### src/design/fijb_pkg.sv
// Package: widths, codes and shared types of the frame input jitter buffer.
`timescale 1ns / 1ps
`default_nettype none

package fijb_pkg;

    localparam int FRAME_W       = 32;
    localparam int PAYLOAD_W     = 16;
    localparam int LD_W          = 4;
    localparam int LD_MAX        = 2 ** LD_W - 1;
    localparam int OP_W          = 3;
    localparam int STATUS_W      = 2;
    localparam int MAX_RESULTS   = 16;
    localparam int DEPTH_DEF     = 16;
    localparam int WORD_BITS_DEF = 16;
    localparam int IN_DATA_W     = 48;
    localparam int IN_USER_W     = 4;
    localparam int OUT_DATA_W    = 64;
    localparam int OUT_USER_W    = 4;

    typedef enum logic [OP_W-1:0] {
        OP_CLEAR   = 3'd0,
        OP_INIT    = 3'd1,
        OP_LOCAL   = 3'd2,
        OP_REMOTE  = 3'd3,
        OP_ADVANCE = 3'd4,
        OP_WALK    = 3'd5,
        OP_QUERY   = 3'd6
    } op_t;

    typedef enum logic [STATUS_W-1:0] {
        STS_DONE   = 2'd0,
        STS_REJECT = 2'd1,
        STS_SKIP   = 2'd2
    } status_t;

    typedef enum logic [2:0] {
        ST_IDLE,
        ST_CMP,
        ST_EXEC,
        ST_HI,
        ST_READ,
        ST_EMIT
    } state_t;

    typedef struct packed {
        logic l_we;
        logic r_we;
        logic rd_en;
    } store_ctl_t;

endpackage

`default_nettype wire

### src/design/fijb_store.sv
// Local and remote word memories, one write and one registered read port.
`timescale 1ns / 1ps
`default_nettype none

module fijb_store #(
    parameter int DEPTH = fijb_pkg::DEPTH_DEF,
    parameter int WIDTH = fijb_pkg::PAYLOAD_W
) (
    input  logic                     aclk,
    input  fijb_pkg::store_ctl_t     ctl,
    input  logic [$clog2(DEPTH)-1:0] waddr,
    input  logic [$clog2(DEPTH)-1:0] raddr,
    input  logic [WIDTH-1:0]         wdata,
    output logic [WIDTH-1:0]         l_rdata,
    output logic [WIDTH-1:0]         r_rdata
);
    import fijb_pkg::*;

    logic [WIDTH-1:0] l_mem [DEPTH];
    logic [WIDTH-1:0] r_mem [DEPTH];
    logic [WIDTH-1:0] l_rdata_reg;
    logic [WIDTH-1:0] r_rdata_reg;

    always_ff @(posedge aclk) begin
        if (ctl.l_we) begin
            l_mem[waddr] <= wdata;
        end
        if (ctl.r_we) begin
            r_mem[waddr] <= wdata;
        end
        if (ctl.rd_en) begin
            l_rdata_reg <= l_mem[raddr];
            r_rdata_reg <= r_mem[raddr];
        end
    end

    assign l_rdata = l_rdata_reg;
    assign r_rdata = r_rdata_reg;

endmodule

`default_nettype wire

### src/design/frame_input_jitter_buffer.sv
// Frame input jitter buffer: circular slot store indexed by frame number.
// A word passes ST_CMP, ST_EXEC, then ST_HI or ST_READ, and ST_EMIT loads the output
// register when it is free. A walk repeats ST_READ and ST_EMIT for each emitted frame,
// as the read of the word memory is registered. s_axis_tready drops until the
// last result of a word is loaded. Reset (sync, active low) clears frame counters,
// slot flags and local_delay; word memories are masked by the flags.
`timescale 1ns / 1ps
`default_nettype none

module frame_input_jitter_buffer #(
    parameter int DEPTH     = fijb_pkg::DEPTH_DEF,
    parameter int WORD_BITS = fijb_pkg::WORD_BITS_DEF
) (
    input  logic                              aclk,
    input  logic                              aresetn,
    input  logic                              cfg_wr_en,
    input  logic [fijb_pkg::LD_W-1:0]         cfg_wr_data,
    input  logic                              s_axis_tvalid,
    output logic                              s_axis_tready,
    // [31:0] frame_number, [47:32] payload
    input  logic [fijb_pkg::IN_DATA_W-1:0]    s_axis_tdata,
    // [2:0] operation, [3] from_batch
    input  logic [fijb_pkg::IN_USER_W-1:0]    s_axis_tuser,
    output logic                              m_axis_tvalid,
    input  logic                              m_axis_tready,
    // [31:0] result_frame, [47:32] local_word, [63:48] remote_word
    output logic [fijb_pkg::OUT_DATA_W-1:0]   m_axis_tdata,
    // [1:0] status, [2] has_data, [3] ready_to_advance
    output logic [fijb_pkg::OUT_USER_W-1:0]   m_axis_tuser,
    output logic                              m_axis_tlast
);
    import fijb_pkg::*;

    localparam int SB       = $clog2(DEPTH);
    localparam int SW       = (WORD_BITS < PAYLOAD_W) ? WORD_BITS : PAYLOAD_W;
    localparam int WALK_MAX = (DEPTH < MAX_RESULTS) ? DEPTH : MAX_RESULTS;
    localparam int CB       = $clog2(WALK_MAX);

    typedef logic [SB-1:0] slot_t;
    typedef logic [SB:0]   psum_t;
    typedef logic [SW-1:0] word_t;

    function automatic slot_t slot_inc(input slot_t s);
        return (s == slot_t'(DEPTH - 1)) ? '0 : slot_t'(s + 1'b1);
    endfunction

    function automatic slot_t slot_add(input slot_t base, input psum_t off);
        psum_t t;
        t = psum_t'(base) + off;
        if (t >= psum_t'(DEPTH)) begin
            t = t - psum_t'(DEPTH);
        end
        return slot_t'(t);
    endfunction

    state_t                state_reg, state_next;
    logic [OP_W-1:0]       op_reg, op_next;
    logic [FRAME_W-1:0]    frame_reg, frame_next;
    word_t                 payload_reg, payload_next;
    logic                  batch_reg, batch_next;
    logic [LD_W-1:0]       delay_reg, delay_next;
    logic [FRAME_W-1:0]    cur_reg, cur_next;
    slot_t                 cs_reg, cs_next;
    logic [FRAME_W-1:0]    maxr_reg, maxr_next;
    logic [FRAME_W-1:0]    maxl_reg, maxl_next;
    logic [FRAME_W-1:0]    hi_reg, hi_next;
    logic [DEPTH-1:0]      lf_reg, lf_next;
    logic [DEPTH-1:0]      rf_reg, rf_next;
    logic [DEPTH-1:0]      lwv_reg, lwv_next;
    logic [FRAME_W:0]      diff_reg, diff_next;
    logic [FRAME_W:0]      sum_reg, sum_next;
    logic                  f_le_hi_reg, f_le_hi_next;
    logic                  cur_le_hi_reg, cur_le_hi_next;
    status_t               pst_reg, pst_next;
    logic [FRAME_W-1:0]    pfr_reg, pfr_next;
    logic                  phas_reg, phas_next;
    logic                  prw_reg, prw_next;
    logic                  plast_reg, plast_next;
    logic [FRAME_W-1:0]    wf_reg, wf_next;
    slot_t                 ws_reg, ws_next;
    logic [CB-1:0]         cnt_reg, cnt_next;
    logic                  rlv_reg, rlv_next;
    logic                  m_valid_reg, m_valid_next;
    logic [OUT_DATA_W-1:0] m_data_reg, m_data_next;
    logic [OUT_USER_W-1:0] m_user_reg, m_user_next;
    logic                  m_last_reg, m_last_next;

    store_ctl_t st_ctl;
    slot_t      st_waddr;
    slot_t      st_raddr;
    word_t      l_rdata;
    word_t      r_rdata;

    logic  out_free;
    logic  rdy;
    logic  adv_ok;
    logic  walk_more;
    slot_t ins_slot;

    assign out_free  = !m_valid_reg || m_axis_tready;
    assign rdy       = (cur_reg <= hi_reg) && lf_reg[cs_reg] && rf_reg[cs_reg];
    assign adv_ok    = cur_le_hi_reg && lf_reg[cs_reg] && rf_reg[cs_reg];
    assign walk_more = (cnt_reg < CB'(WALK_MAX - 1)) && (wf_reg < hi_reg)
                       && lf_reg[slot_inc(ws_reg)];
    assign ins_slot  = (op_reg == OP_LOCAL) ? slot_add(cs_reg, psum_t'(delay_reg))
                                            : slot_add(cs_reg, diff_reg[SB:0]);

    fijb_store #(
        .DEPTH (DEPTH),
        .WIDTH (SW)
    ) u_store (
        .aclk    (aclk),
        .ctl     (st_ctl),
        .waddr   (st_waddr),
        .raddr   (st_raddr),
        .wdata   (payload_reg),
        .l_rdata (l_rdata),
        .r_rdata (r_rdata)
    );

    // next state
    always_comb begin
        state_next = state_reg;
        case (state_reg)
            ST_IDLE: begin
                if (s_axis_tvalid) begin
                    state_next = ST_CMP;
                end
            end
            ST_CMP:  state_next = ST_EXEC;
            ST_EXEC: begin
                if (op_reg == OP_WALK && lf_reg[cs_reg]) begin
                    state_next = ST_READ;
                end else begin
                    state_next = ST_HI;
                end
            end
            ST_HI:   state_next = ST_EMIT;
            ST_READ: state_next = ST_EMIT;
            ST_EMIT: begin
                if (out_free) begin
                    state_next = plast_reg ? ST_IDLE : ST_READ;
                end
            end
            default: state_next = ST_IDLE;
        endcase
    end

    // datapath and outputs
    always_comb begin
        slot_t js;
        js             = '0;
        op_next        = op_reg;
        frame_next     = frame_reg;
        payload_next   = payload_reg;
        batch_next     = batch_reg;
        delay_next     = cfg_wr_en ? cfg_wr_data : delay_reg;
        cur_next       = cur_reg;
        cs_next        = cs_reg;
        maxr_next      = maxr_reg;
        maxl_next      = maxl_reg;
        hi_next        = hi_reg;
        lf_next        = lf_reg;
        rf_next        = rf_reg;
        lwv_next       = lwv_reg;
        diff_next      = diff_reg;
        sum_next       = sum_reg;
        f_le_hi_next   = f_le_hi_reg;
        cur_le_hi_next = cur_le_hi_reg;
        pst_next       = pst_reg;
        pfr_next       = pfr_reg;
        phas_next      = phas_reg;
        prw_next       = prw_reg;
        plast_next     = plast_reg;
        wf_next        = wf_reg;
        ws_next        = ws_reg;
        cnt_next       = cnt_reg;
        rlv_next       = rlv_reg;
        m_valid_next   = m_valid_reg && !m_axis_tready;
        m_data_next    = m_data_reg;
        m_user_next    = m_user_reg;
        m_last_next    = m_last_reg;
        st_ctl         = '0;
        st_waddr       = ins_slot;
        st_raddr       = cs_reg;
        s_axis_tready  = 1'b0;

        case (state_reg)
            ST_IDLE: begin
                s_axis_tready = 1'b1;
                if (s_axis_tvalid) begin
                    op_next      = s_axis_tuser[OP_W-1:0];
                    batch_next   = s_axis_tuser[OP_W];
                    frame_next   = s_axis_tdata[FRAME_W-1:0];
                    payload_next = word_t'(s_axis_tdata[FRAME_W +: PAYLOAD_W]);
                end
            end
            ST_CMP: begin
                diff_next      = {1'b0, frame_reg} - {1'b0, cur_reg};
                sum_next       = {1'b0, cur_reg} + (FRAME_W + 1)'(delay_reg);
                f_le_hi_next   = frame_reg <= hi_reg;
                cur_le_hi_next = cur_reg <= hi_reg;
            end
            ST_EXEC: begin
                pst_next   = STS_DONE;
                pfr_next   = cur_reg;
                phas_next  = 1'b0;
                prw_next   = 1'b0;
                plast_next = 1'b1;
                case (op_reg)
                    OP_CLEAR: begin
                        lf_next   = '0;
                        rf_next   = '0;
                        lwv_next  = '0;
                        cur_next  = '0;
                        cs_next   = '0;
                        maxr_next = '0;
                        pfr_next  = '0;
                    end
                    OP_INIT: begin
                        for (int i = 0; i < LD_MAX; i++) begin
                            if (LD_W'(i) < delay_reg) begin
                                lf_next[js] = 1'b1;
                            end
                            js = slot_inc(js);
                        end
                        maxl_next = FRAME_W'(delay_reg);
                    end
                    OP_LOCAL: begin
                        pfr_next = sum_reg[FRAME_W-1:0];
                        if (FRAME_W'(delay_reg) >= FRAME_W'(DEPTH) || sum_reg[FRAME_W]) begin
                            pst_next = STS_REJECT;
                        end else begin
                            lf_next[ins_slot]  = 1'b1;
                            lwv_next[ins_slot] = 1'b1;
                            st_ctl.l_we        = 1'b1;
                            if (sum_reg[FRAME_W-1:0] > maxl_reg) begin
                                maxl_next = sum_reg[FRAME_W-1:0];
                            end
                        end
                    end
                    OP_REMOTE: begin
                        pfr_next = frame_reg;
                        if (batch_reg && (diff_reg[FRAME_W] || !f_le_hi_reg)) begin
                            pst_next = STS_SKIP;
                        end else if (diff_reg[FRAME_W]
                                     || diff_reg[FRAME_W-1:0] >= FRAME_W'(DEPTH)) begin
                            pst_next = STS_REJECT;
                        end else begin
                            rf_next[ins_slot] = 1'b1;
                            st_ctl.r_we       = 1'b1;
                            if (frame_reg > maxr_reg) begin
                                maxr_next = frame_reg;
                            end
                        end
                    end
                    OP_ADVANCE: begin
                        if (adv_ok) begin
                            st_ctl.rd_en     = 1'b1;
                            st_raddr         = cs_reg;
                            rlv_next         = lwv_reg[cs_reg];
                            lf_next[cs_reg]  = 1'b0;
                            rf_next[cs_reg]  = 1'b0;
                            lwv_next[cs_reg] = 1'b0;
                            cur_next         = cur_reg + 1'b1;
                            cs_next          = (&cur_reg) ? '0 : slot_inc(cs_reg);
                            phas_next        = 1'b1;
                            prw_next         = 1'b1;
                        end else begin
                            pst_next = STS_REJECT;
                        end
                    end
                    OP_WALK: begin
                        if (lf_reg[cs_reg]) begin
                            wf_next  = cur_reg;
                            ws_next  = cs_reg;
                            cnt_next = '0;
                        end else begin
                            pst_next = STS_REJECT;
                        end
                    end
                    OP_QUERY: begin
                        pst_next = STS_DONE;
                    end
                    default: begin
                        pst_next = STS_REJECT;
                    end
                endcase
            end
            ST_HI: begin
                hi_next = (maxr_reg > maxl_reg) ? maxr_reg : maxl_reg;
            end
            ST_READ: begin
                st_ctl.rd_en = 1'b1;
                st_raddr     = ws_reg;
                rlv_next     = lwv_reg[ws_reg];
                pst_next     = STS_DONE;
                pfr_next     = wf_reg;
                phas_next    = 1'b1;
                prw_next     = 1'b0;
                plast_next   = !walk_more;
                wf_next      = wf_reg + 1'b1;
                ws_next      = slot_inc(ws_reg);
                cnt_next     = cnt_reg + 1'b1;
            end
            ST_EMIT: begin
                if (out_free) begin
                    m_valid_next = 1'b1;
                    m_data_next  = {(prw_reg ? PAYLOAD_W'(r_rdata) : '0),
                                    ((phas_reg && rlv_reg) ? PAYLOAD_W'(l_rdata) : '0),
                                    pfr_reg};
                    m_user_next  = {rdy, phas_reg, pst_reg};
                    m_last_next  = plast_reg;
                end
            end
            default: ;
        endcase
    end

    always_ff @(posedge aclk) begin
        if (!aresetn) begin
            state_reg   <= ST_IDLE;
            delay_reg   <= '0;
            cur_reg     <= '0;
            cs_reg      <= '0;
            maxr_reg    <= '0;
            maxl_reg    <= '0;
            hi_reg      <= '0;
            lf_reg      <= '0;
            rf_reg      <= '0;
            lwv_reg     <= '0;
            m_valid_reg <= 1'b0;
        end else begin
            state_reg   <= state_next;
            delay_reg   <= delay_next;
            cur_reg     <= cur_next;
            cs_reg      <= cs_next;
            maxr_reg    <= maxr_next;
            maxl_reg    <= maxl_next;
            hi_reg      <= hi_next;
            lf_reg      <= lf_next;
            rf_reg      <= rf_next;
            lwv_reg     <= lwv_next;
            m_valid_reg <= m_valid_next;
        end
    end

    always_ff @(posedge aclk) begin
        op_reg        <= op_next;
        frame_reg     <= frame_next;
        payload_reg   <= payload_next;
        batch_reg     <= batch_next;
        diff_reg      <= diff_next;
        sum_reg       <= sum_next;
        f_le_hi_reg   <= f_le_hi_next;
        cur_le_hi_reg <= cur_le_hi_next;
        pst_reg       <= pst_next;
        pfr_reg       <= pfr_next;
        phas_reg      <= phas_next;
        prw_reg       <= prw_next;
        plast_reg     <= plast_next;
        wf_reg        <= wf_next;
        ws_reg        <= ws_next;
        cnt_reg       <= cnt_next;
        rlv_reg       <= rlv_next;
        m_data_reg    <= m_data_next;
        m_user_reg    <= m_user_next;
        m_last_reg    <= m_last_next;
    end

    assign m_axis_tvalid = m_valid_reg;
    assign m_axis_tdata  = m_data_reg;
    assign m_axis_tuser  = m_user_reg;
    assign m_axis_tlast  = m_last_reg;

endmodule

`default_nettype wire

### config.mk
export PLATFORM = sky130hd
export DESIGN_NAME = frame_input_jitter_buffer
export DESIGN_NICKNAME = d
export VERILOG_FILES = /design/src/design/fijb_pkg.sv /design/src/design/fijb_store.sv /design/src/design/frame_input_jitter_buffer.sv
export SDC_FILE = /design/constraint.sdc
export NUM_CORES = 2
export LEC_CHECK = 0
export BUFFER_PORTS_ARGS = -buffer_cell sky130_fd_sc_hd__buf_4
export CORE_ASPECT_RATIO = 0.5
export CORE_UTILIZATION = 30
export CTS_CLUSTER_DIAMETER = 80
export DETAILED_ROUTE_END_ITERATION = 16
export PLACE_DENSITY_LB_ADDON = 0.25
export SLEW_MARGIN = 0
export SYNTH_ARGS = -nofsm -noshare
export SYNTH_HDL_FRONTEND = slang
export SYNTH_SLANG_ARGS = --single-unit
### constraint.sdc
create_clock -name aclk -period 5.14 [get_ports aclk]
set_input_delay 0.257 -clock aclk [delete_from_list [all_inputs] [get_ports aclk]]
set_output_delay 0.257 -clock aclk [all_outputs]
set_load 0.02 [all_outputs]
==> metrics <==
synthesized area=0.04783 mm^2; crit path capture type=flip-flop; crit path kind=reg2reg; Synth Flop Type=edfxtp_1; outcome=complete, but fails checks; Gate Count Post-Synth=4,168; end of the critical path=u_store.r_rdata[7]$_DFFE_PP_; flops & latches, synth=999; layout cell share with drive strength beyond 1=11.37%; syn_nets=4,470; Hold Buf Count CTS=63; final WL=147,500 um; PnR worst setup slack=1.056 ns; R2R Path End=u_store.r_rdata[7]$_DFFE_PP_; largest area contributor in the netlist=edfxtp_1; Die Span X=566.7 um; Yosys top cell area share=50.91%; Root Driver=clkbuf_16; Max-slew headroom=17.58%; Sw Ratio=23.79%; Initial Util=30.28%; setup total negative slack=0 ns; HPWL after detailed placement=97,010 um; synthesis-to-layout area growth=15.96%; overall power=17.96 mW; worst skew pair latency=0.73 ns; DRT Pass-1 Iters=11; Flop pwr share=50.4%; Hold Path Class=in2reg; worst setup path start=state_reg[2]$_SDFFE_PN0P_; number of CTS-inserted buffers=100; RSZ-0062 raised after global routing=false; first-pass GRT wire length=218,400 um; FMAX=0.2449 GHz; Die ar.=0.1611 mm^2; Least-Margin Pin Slew=1.236 ns; YS warnings=0; EDFF count, synth=811; IO Port Bufs=131; top-count cell post-synth=edfxtp_1; # fillers=15,580; # IOs=132; CP max FO=141; H-tree depth=3; syn_area_per_cell=11.48 um^2; Post-synth ARST share=0%; Routed WL per cell=22.72 um; clock buffer depth=3; initial antenna violation count=5; Power per Cell Area=323.8 mW/mm^2; Clock power frac=43.0%; commonest cells in the netlist=811 x edfxtp_1, 423 x nand2_1, 277 x a21oi_1; GR Overflow Total=0; pre-CTS setup slack=1.148 ns; CP Launch Type=flip-flop; P_sw=4.273 mW; Hold Violations, Final=0; Leak=18.64 nW; Clock transition at path regs=0.07 ns; n_diodes=0; arrival time of the worst setup path=4.51 ns; Setup-failing EPs final=0; vias in the first global route=33,140; # rows=103; first-iteration detailed-routing DRC count=3,077; drt drc=2; Die Y=284.4 um; Final Util=35.11%; Placed Cells=6,241; total of max-cap violations=0; via count=34,300; clk_skew=0.04436 ns; top post-synthesis cells by area=edfxtp_1 51%, dfxtp_1 7.9%, ha_1 6.2%; post-cts resize count=0; antenna-violating nets left=0; Reg-to-Reg Start=state_reg[2]$_SDFFE_PN0P_; violated checks=DRC; via-per-instance ratio=5.286; Final Wtd Congestion=0.9253; sequential area share after synthesis=58.78%; reg2reg setup slack=1.06 ns; Cell Count, Final, Fillers Out=6,490; fin crit share=79.46%; Post-CTS Setup Inserts=0; Peak VDD IR=0.0002847 V; critical path required time=5.57 ns; CTS tree=done; pin count of the biggest net entering global routing=142; Core ar.=0.1580 mm^2; Internal Power=13.69 mW; nets=4,608; synth unique cells=82; Comb pwr share=6.6%; clock sink total=999; fin crit period=4.084 ns; reg2reg path depth=9; Slew Viols, Final=0; All-Layer GR Usage=17.85%
## layer usage
layer	global-route usage, %	part of all wire, %	vias up
li1	-	-	15920
met1	24.38	45	17180
met2	29.29	47	977
met3	2.487	4.8	231
met4	5.537	2.9	0
met5	0	0	-
## worst min-delay path by stage
stage                               start                          to  slack [ns]  cells after the start
floorplan                 s_axis_tuser[3]         batch_reg$_DFFE_PP_        0.36                      0
global placement     pfr_reg[6]$_DFFE_PP_   m_axis_tdata[6]$_DFFE_PP_        0.41                      0
detailed placement  pfr_reg[15]$_DFFE_PP_  m_axis_tdata[15]$_DFFE_PP_        0.40                      0
CTS                      s_axis_tdata[38]    payload_reg[6]$_DFFE_PP_        0.21                      2
global route             s_axis_tdata[28]     frame_reg[28]$_DFFE_PP_        0.22                      2
finish                   s_axis_tdata[28]     frame_reg[28]$_DFFE_PP_        0.25                      2
## cells by family after synthesis
| logic type | Yosys count | share of synthesized area, % |
|---|---|---|
| DFF | 999 | 58.78 |
| and+or+nand+nor | 1196 | 11.94 |
| buffers and inverters | 421 | 3.463 |
| xor gates and xnor gates | 122 | 2.263 |
| AOI/OAI and AO/OA | 1120 | 15.02 |
| adders and majority gates | 241 | 6.351 |
| muxes | 69 | 2.184 |
## metrics by stage
stage,area [um^2],hold slack [ns]
floorplan,47830,0.3559
global placement,51400,0.4068
detailed placement,51400,0.4045
CTS,55470,0.2105
global route,55470,0.2177
finish,55470,0.2490
## area by class of cell
class	count	area [um^2]	share of cell area, %
Inverter	161	604.3	1.090
Clock buffer	126	2724	4.911
Sequential cell	999	28120	50.69
Tap cell	2100	2628	4.737
Clock inverter	60	710.7	1.281
Multi-Input combinational cell	2748	18220	32.84
Timing Repair Buffer	296	2467	4.448
## layout by cell type (no fill, tap or decap), types with 24 or more instances in the layout
cell           Yosys  final
and2_1           134    131
edfxtp_1         811    811
a221oi_1          37     35
o21a_1            24     24
mux2_2            32     31
dlygate4sd3_1      0     63
dfxtp_1          188    188
a31oi_1          111    111
xor2_1            28     28
ha_1             238    238
mux4_2            25     25
nor3_1            39     38
nand2_1          423    422
xnor2_1           93     93
nand3_1           82     81
buf_4              2    226
a311oi_1          70     70
nand4_1          120    120
o21ai_0          260    259
clkbuf_16          0    103
a211oi_1         167    166
and3_1            30     30
inv_1            160    159
a21o_1            88     88
a21oi_1          277    276
nor2_1           249    247
## worst max-delay path, stage by stage, from the launching register on
cell and delay, ns:
dfxtp_1 0.51, inv_1 0.22, nor3_4 0.57, mux2_8 0.65, buf_12 0.42, and2_1 0.19
a211oi_1 0.22, a311oi_1 0.08, a211oi_1 0.61, a21oi_1 0.08
## power groups by stage
stage,Clock [mW],Combinational (mW),Sequential (mW)
finish,7.73,1.18,9.05
global route,8.21,1.29,9.06
floorplan,0,0.668,9.18
detailed placement,0,1.13,9.23
CTS,7.88,1.18,9.05
global placement,0,1.11,9.22
No activity file was read; power rests on OpenSTA's default activity.
